$ cat src/rtl/boot_keyboard_report_differ_unit_defines.svh
// ----------------------------------------------------------------------------
// boot_keyboard_report_differ_unit_defines.svh
// Assertion macros used by the report differ top level.
// ----------------------------------------------------------------------------
`ifndef BOOT_KEYBOARD_REPORT_DIFFER_UNIT_DEFINES_SVH
`define BOOT_KEYBOARD_REPORT_DIFFER_UNIT_DEFINES_SVH

// Same-cycle implication, quiet during reset
`define BKRD_ASSERT_IMPL(label, clk, rst, ante, cons, msg) \
  label: assert property (@(posedge clk) disable iff (rst) (ante) |-> (cons)) \
    else $error(msg);

// Next-cycle implication, quiet during reset
`define BKRD_ASSERT_NEXT(label, clk, rst, ante, cons, msg) \
  label: assert property (@(posedge clk) disable iff (rst) (ante) |=> (cons)) \
    else $error(msg);

`endif

$ cat src/rtl/bkrd_pkg.sv
// ----------------------------------------------------------------------------
// bkrd_pkg
// Types, constants and helpers for the boot keyboard report differ.
// ----------------------------------------------------------------------------
package bkrd_pkg;

  localparam int KEY_SLOTS = 6;
  localparam int CODE_W    = 8;
  localparam int SLOT_W    = 3;
  localparam int KIND_W    = 2;

  // Event kinds
  localparam logic [KIND_W-1:0] KIND_MODS    = 2'd0;
  localparam logic [KIND_W-1:0] KIND_PRESS   = 2'd1;
  localparam logic [KIND_W-1:0] KIND_RELEASE = 2'd2;
  localparam logic [KIND_W-1:0] KIND_UNUSED  = 2'd3;

  typedef logic [KEY_SLOTS-1:0][CODE_W-1:0] key_vec_t;
  typedef logic [KEY_SLOTS-1:0]             slot_mask_t;

  // One boot report as it arrives
  typedef struct packed {
    logic [CODE_W-1:0] modifier_bits;
    logic [CODE_W-1:0] key_code_0;
    logic [CODE_W-1:0] key_code_1;
    logic [CODE_W-1:0] key_code_2;
    logic [CODE_W-1:0] key_code_3;
    logic [CODE_W-1:0] key_code_4;
    logic [CODE_W-1:0] key_code_5;
  } report_t;

  // One event as it leaves
  typedef struct packed {
    logic [KIND_W-1:0] event_kind;
    logic [CODE_W-1:0] event_code;
    logic [SLOT_W-1:0] slot_index;
    logic              last_event;
  } event_t;

  // What the lanes found for one report, handed to the merge stage
  typedef struct packed {
    logic              mods_chg;
    logic [CODE_W-1:0] mods;
    key_vec_t          new_keys;
    key_vec_t          old_keys;
    slot_mask_t        press;
    slot_mask_t        release_m;
  } pend_load_t;

  // Slot view of a report's keycodes
  function automatic key_vec_t report_keys(report_t r);
    key_vec_t k;
    k[0] = r.key_code_0;
    k[1] = r.key_code_1;
    k[2] = r.key_code_2;
    k[3] = r.key_code_3;
    k[4] = r.key_code_4;
    k[5] = r.key_code_5;
    return k;
  endfunction

endpackage

$ cat src/rtl/bkrd_lane.sv
// ----------------------------------------------------------------------------
// bkrd_lane
// One key slot: decides press (new code absent from old report) and
// release (old code absent from new report).
// ----------------------------------------------------------------------------
module bkrd_lane (
  input  logic [bkrd_pkg::CODE_W-1:0] new_key,
  input  logic [bkrd_pkg::CODE_W-1:0] old_key,
  input  bkrd_pkg::key_vec_t          new_keys,
  input  bkrd_pkg::key_vec_t          old_keys,
  output logic                        press,
  output logic                        release_f
);
  import bkrd_pkg::*;

  logic in_old;
  logic in_new;

  // Membership search over the other report, one compare per slot
  always_comb begin
    in_old = 1'b0;
    in_new = 1'b0;
    for (int j = 0; j < KEY_SLOTS; j++) begin
      if (old_keys[j] == new_key) in_old = 1'b1;
      if (new_keys[j] == old_key) in_new = 1'b1;
    end
  end

  // Empty slots never give an event
  assign press     = (new_key != '0) && !in_old;
  assign release_f = (old_key != '0) && !in_new;

endmodule

$ cat src/rtl/bkrd_merge.sv
// ----------------------------------------------------------------------------
// bkrd_merge
// Holds one report's lane findings; unless stalled, issues its events one
// per cycle into an output register: modifiers, then presses, then releases.
// ----------------------------------------------------------------------------
module bkrd_merge (
  input  logic                 clk,
  input  logic                 rst,
  input  logic                 load_valid,
  input  bkrd_pkg::pend_load_t load_data,
  output logic                 load_ready,
  output logic                 evt_valid,
  input  logic                 evt_ready,
  output bkrd_pkg::event_t     evt
);
  import bkrd_pkg::*;

  // Pending masks (control) and codes (payload)
  logic              mods_pend;
  slot_mask_t        press_pend;
  slot_mask_t        release_pend;
  logic [CODE_W-1:0] mods_code;
  key_vec_t          new_keys;
  key_vec_t          old_keys;

  logic              pend_any;
  logic              pop;
  logic              pick_last;
  logic [SLOT_W-1:0] idx;
  logic              mods_rem;
  slot_mask_t        press_rem;
  slot_mask_t        release_rem;
  event_t            pick;

  // Pick the next event in priority order and clear it
  always_comb begin
    idx         = '0;
    mods_rem    = mods_pend;
    press_rem   = press_pend;
    release_rem = release_pend;
    pick        = '0;
    if (mods_pend) begin
      mods_rem        = 1'b0;
      pick.event_kind = KIND_MODS;
      pick.event_code = mods_code;
    end else if (|press_pend) begin
      for (int i = KEY_SLOTS - 1; i >= 0; i--) begin
        if (press_pend[i]) idx = SLOT_W'(i);
      end
      press_rem[idx]  = 1'b0;
      pick.event_kind = KIND_PRESS;
      pick.event_code = new_keys[idx];
      pick.slot_index = idx;
    end else begin
      for (int i = KEY_SLOTS - 1; i >= 0; i--) begin
        if (release_pend[i]) idx = SLOT_W'(i);
      end
      release_rem[idx] = 1'b0;
      pick.event_kind  = KIND_RELEASE;
      pick.event_code  = old_keys[idx];
      pick.slot_index  = idx;
    end
    pick_last       = !mods_rem && (press_rem == '0) && (release_rem == '0);
    pick.last_event = pick_last;
  end

  assign pend_any   = mods_pend || (|press_pend) || (|release_pend);
  assign pop        = pend_any && (!evt_valid || evt_ready);
  assign load_ready = !pend_any || (pop && pick_last);

  // Pending store: load a new report or retire the issued event
  always_ff @(posedge clk) begin
    if (rst) begin
      mods_pend    <= 1'b0;
      press_pend   <= '0;
      release_pend <= '0;
    end else if (load_valid && load_ready) begin
      mods_pend    <= load_data.mods_chg;
      press_pend   <= load_data.press;
      release_pend <= load_data.release_m;
    end else if (pop) begin
      mods_pend    <= mods_rem;
      press_pend   <= press_rem;
      release_pend <= release_rem;
    end
  end

  always_ff @(posedge clk) begin
    if (load_valid && load_ready) begin
      mods_code <= load_data.mods;
      new_keys  <= load_data.new_keys;
      old_keys  <= load_data.old_keys;
    end
  end

  // Output register
  always_ff @(posedge clk) begin
    if (rst) begin
      evt_valid <= 1'b0;
    end else if (pop) begin
      evt_valid <= 1'b1;
    end else if (evt_ready) begin
      evt_valid <= 1'b0;
    end
  end

  always_ff @(posedge clk) begin
    if (pop) evt <= pick;
  end

endmodule

$ cat src/rtl/boot_keyboard_report_differ_unit.sv
// ----------------------------------------------------------------------------
// boot_keyboard_report_differ_unit
// Compares each boot keyboard report with the previous one and emits
// modifier, key-pressed and key-released events.
// ----------------------------------------------------------------------------
//  channel | signals                 | direction | payload
//  --------+-------------------------+-----------+----------------------
//  req     | req_valid / req_ready   | in        | report_t (report)
//  evt     | evt_valid / evt_ready   | out       | event_t (one event)
//
//  A report is compared combinationally by KEY_SLOTS parallel lanes.
//  Its findings are registered in the pending store, from which its first
//  event moves into the output register. The output issues one event per
//  cycle unless stalled; a report with events holds the merge stage until
//  its last event issues. The next report is taken in the cycle its
//  predecessor's last event leaves the pending store. Output stalls hold
//  the pending store. Reset zeroes the held report and drops pending events.
// ----------------------------------------------------------------------------
`include "boot_keyboard_report_differ_unit_defines.svh"

module boot_keyboard_report_differ_unit (
  input  logic              clk,
  input  logic              rst,
  input  logic              req_valid,
  output logic              req_ready,
  input  bkrd_pkg::report_t req,
  output logic              evt_valid,
  input  logic              evt_ready,
  output bkrd_pkg::event_t  evt
);
  import bkrd_pkg::*;

  // Previous report
  logic [CODE_W-1:0] held_mods;
  key_vec_t          held_keys;

  key_vec_t   in_keys;
  slot_mask_t press;
  slot_mask_t release_m;
  pend_load_t load_data;
  logic       load_valid;
  logic       req_xfer;

  assign in_keys  = report_keys(req);
  assign req_xfer = req_valid && req_ready;

  // Per-slot lanes
  for (genvar g = 0; g < KEY_SLOTS; g++) begin : g_lane
    bkrd_lane u_lane (
      .new_key   (in_keys[g]),
      .old_key   (held_keys[g]),
      .new_keys  (in_keys),
      .old_keys  (held_keys),
      .press     (press[g]),
      .release_f (release_m[g])
    );
  end

  // Lane findings for the merge stage
  always_comb begin
    load_data.mods_chg  = (req.modifier_bits != held_mods);
    load_data.mods      = req.modifier_bits;
    load_data.new_keys  = in_keys;
    load_data.old_keys  = held_keys;
    load_data.press     = press;
    load_data.release_m = release_m;
  end

  assign load_valid = req_valid && (load_data.mods_chg || (|press) || (|release_m));

  bkrd_merge u_merge (
    .clk        (clk),
    .rst        (rst),
    .load_valid (load_valid),
    .load_data  (load_data),
    .load_ready (req_ready),
    .evt_valid  (evt_valid),
    .evt_ready  (evt_ready),
    .evt        (evt)
  );

  // Held report replaced on every transfer
  always_ff @(posedge clk) begin
    if (rst) begin
      held_mods <= '0;
      held_keys <= '0;
    end else if (req_xfer) begin
      held_mods <= req.modifier_bits;
      held_keys <= in_keys;
    end
  end

  // Checks
  `BKRD_ASSERT_IMPL(a_kind_valid, clk, rst, evt_valid,
                    evt.event_kind != KIND_UNUSED, "reserved event kind issued")
  `BKRD_ASSERT_IMPL(a_mods_slot, clk, rst, evt_valid && (evt.event_kind == KIND_MODS),
                    evt.slot_index == '0, "modifier event with nonzero slot")
  `BKRD_ASSERT_NEXT(a_held_upd, clk, rst, req_xfer,
                    (held_mods == $past(req.modifier_bits)) && (held_keys == $past(in_keys)),
                    "held report not replaced")

endmodule

$ cat config.mk
export PLATFORM = sky130hd
export DESIGN_NAME = boot_keyboard_report_differ_unit
export DESIGN_NICKNAME = d
export VERILOG_FILES = /design/src/rtl/bkrd_pkg.sv /design/src/rtl/bkrd_lane.sv /design/src/rtl/bkrd_merge.sv /design/src/rtl/boot_keyboard_report_differ_unit.sv
export VERILOG_INCLUDE_DIRS = /design/src /design/src/rtl
export SDC_FILE = /design/constraint.sdc
export NUM_CORES = 1
export LEC_CHECK = 0
export BUFFER_PORTS_ARGS = -buffer_cell sky130_fd_sc_hd__buf_4
export CORE_ASPECT_RATIO = 1.4
export CORE_MARGIN = 1.5
export CORE_UTILIZATION = 39
export DETAILED_ROUTE_END_ITERATION = 10
export PLACE_DENSITY_LB_ADDON = 0.3
export SLEW_MARGIN = 20
export SYNTH_ARGS = -nofsm -noshare
export SYNTH_HDL_FRONTEND = slang
export SYNTH_HIERARCHICAL = 1
export SYNTH_SLANG_ARGS = --single-unit
$ cat constraint.sdc
create_clock -name clk -period 6.4 [get_ports clk]
set_input_delay 0.32 -clock clk [delete_from_list [all_inputs] [get_ports clk]]
set_output_delay 0.32 -clock clk [all_outputs]
set_load 0.1 [all_outputs]
==> run metrics <==
status finished, final reports clean; largest net degree at the start of global routing 71; Hold-fix buffers, CTS 0; vias in the first global route 12,200; Lkg Pwr 4.79 nW; Iter 0 DRT Violations 1,045; # diodes 0; power per cell area 597 mW/mm²; ANT nets after route 0; Final TNS setup 0 ns; gr ovfl total 0; worst r2r dst u_merge/new_keys[28]; reg2reg path depth 12; R2R setup slack 1.53 ns; CTS tree built; DR WL/cell 26.8 µm; RSZ-0062 raised after global routing false; 1st-pass router iterations 6; Die Footprint 0.0404 mm²; crit path max fanout 60; final instance area 0.0159 mm²; Final setup viols 0; Distinct cells, synth 57; startpoint types flip-flop; Power Total 9.51 mW; WP data arrival 5.01 ns; most frequent cells in the layout 480 x xnor2_1, 153 x nand2_1, 118 x edfxtp_1; WS Path Type flip-flop to flip-flop; Syn Nets 1,617; Critical Path End Type flip-flop; Synth top area share 0.275; Nets 1,587; Hold WS 0.0622 ns; fin cells 2,062; Vias/cell 5.93; CTS max path bufs 2; Final min period 4.87 ns; Hold Crit Start req[49]; Post-CTS Resized 0; number of antenna violations at the first check in global routing 0; Slew Viols, Final 0; worst-skew pair later-pin latency 0.47 ns; Cell Area, Synth 0.0153 mm²; Max-slew headroom 0.209; CTS buffer count 17; Worst Hold End u_merge/mods_code[1]; top area cells in the synthesized netlist xnor2_1 28%, edfxtp_1 23%, dfxtp_1 9.2%; actual slew at the worst max-slew pin 1.18 ns; Final Cycle Share 0.761; syn_area_per_cell 9.80 µm²; All-Layer GR Usage 0.282; Max Fclk 0.205 GHz; Final Util 0.414; post-place setup slack 1.68 ns; die span in y 237 µm; placer congestion estimate 0.968; Core Region 0.0385 mm²; worst hold-check path type input port to flip-flop; setup ws final 1.53 ns; DR vias 12,200; first-pass GRT wire length 81,800 µm; Reg-to-Reg Start held_keys[29]; Placement Cell Area 0.0153 mm²; area delta synth->final 4.38%; Clock Skew 0.0179 ns; Ys Warns 6; Chip Width 170 µm; Seq/Total Area, Yosys 0.324; maxcap violations 0; DP HPWL 36,500 µm; Fin. Hold Viols 0; clock sink count 188; Mapped Cells 1,557; Max VDD drop 0.424 mV; IO Pins 76; layout cell share with drive strength beyond 1 0.115; clk root buf clkbuf_16; Post-Route WL 55,200 µm; Worst EP required 6.54 ns; ys async rst share 0; Worst-path clk slew 0.08 ns; Post CTS Setup Buffer Count 0; dpl cells 2,030; largest area contributor in the netlist xnor2_1; H-tree depth 4; commonest non-fill, non-tap cell in the layout xnor2_1; Post-synth EDFFs 118; row cnt 85; Residual DRC 0; initial cell density of the core 0.397; synthesized flop and latch total 188; Worst Hold Depth 1; Port Buf Inserts 75; Main synth FF type edfxtp_1
-- registers in the layout, summed over array words and instances, names as in the netlist --
| register | count |
|---|---|
| u_merge/evt | 14 |
| u_merge/release_pend | 6 |
| held_mods | 8 |
| u_merge/mods_pend | 1 |
| u_merge/mods_code | 8 |
| held_keys | 48 |
| u_merge/new_keys | 48 |
| u_merge/press_pend | 6 |
| u_merge/evt_valid | 1 |
| u_merge/old_keys | 48 |
-- logic make-up (layout without fill, tap and decap cells) --
group | count (synthesis) | after routing | share of synthesized area
AO/OA/AOI/OAI | 185 | 185 | 0.0729
XOR/XNOR | 584 | 584 | 0.338
adder cells (fa/ha/maj) | 1 | 1 | 0.000656
buffers and inverters | 142 | 125 | 0.0847
flip-flops | 188 | 188 | 0.324
multiplexers | 41 | 41 | 0.0294
AND/OR/NAND/NOR | 416 | 416 | 0.150
-- Yosys cell counts, types with 5 or more instances --
cell type / n
a21oi_1: 84
a221oi_1: 6
buf_2: 6
buf_4: 24
buf_6: 80
clkbuf_1: 16
dfxtp_1: 70
edfxtp_1: 118
inv_1: 6
mux2i_1: 37
nand2_1: 154
nand3_1: 6
nand4_1: 111
nand4_2: 12
nor2_1: 32
nor3_1: 7
nor4_1: 58
nor4_2: 13
o21ai_0: 26
o21ai_1: 16
o21ai_2: 12
o22ai_1: 15
o31ai_1: 5
o41ai_1: 5
xnor2_1: 480
xor2_1: 98
xor2_2: 6
-- worst max-delay path by stage --
| stage | to | cells past startpoint | from | slack, ns |
|---|---|---|---|---|
| final | u_merge/new_keys[28] | 12 | held_keys[29] | 1.53 |
| after global routing | u_merge/old_keys[47] | 12 | held_keys[29] | 1.27 |
| after CTS | u_merge/old_keys[47] | 11 | held_keys[29] | 1.67 |
| after detailed placement | u_merge/new_keys[3] | 11 | held_keys[29] | 1.68 |
| after global placement | u_merge/new_keys[11] | 12 | held_keys[29] | 1.77 |
| after floorplan | u_merge/mods_code[0] | 13 | held_keys[1] | 0.99 |
-- cell type report --
class,count,area [µm²]
well taps,522,653
flip-flops and latches,188,4940
clock buffers,17,425
multi-input cells,1227,9060
clock inverters,15,168
inverters,7,26.3
repair buffers,86,658
fillers,3889,22600
-- where the power goes --
part	switching [mW]	internal, mW	leakage [nW]	total (mW)
logic	3.32	1.96	2.80	5.28
registers	0.988	2.15	1.71	3.14
clock network	0.560	0.529	0.289	1.09
total	4.87	4.64	4.79	9.51
-- critical path, cell delays in order, from the launching register on --
cell	delay [ns]
dfxtp_1	0.93
xor2_1	0.21
nor4_1	0.09
nand2_1	0.09
o21ai_2	0.06
nor4_2	0.60
nor4_1	0.13
and3_1	0.22
a31oi_1	0.26
nand3_1	0.15
nor4_2	0.63
nand2b_4	0.71
buf_12	0.39
-- layer usage --
| layer | track usage | wire (µm) | vias up |
|---|---|---|---|
| met4 | 0.239 | 5180 | 0 |
| met2 | 0.449 | 25600 | 694 |
| met3 | 0.0506 | 4360 | 282 |
| met1 | 0.326 | 20100 | 5918 |
| li1 | - | - | 5332 |
| met5 | 0 | 0 | - |
Note: power is estimated with default switching activity, not from simulation.
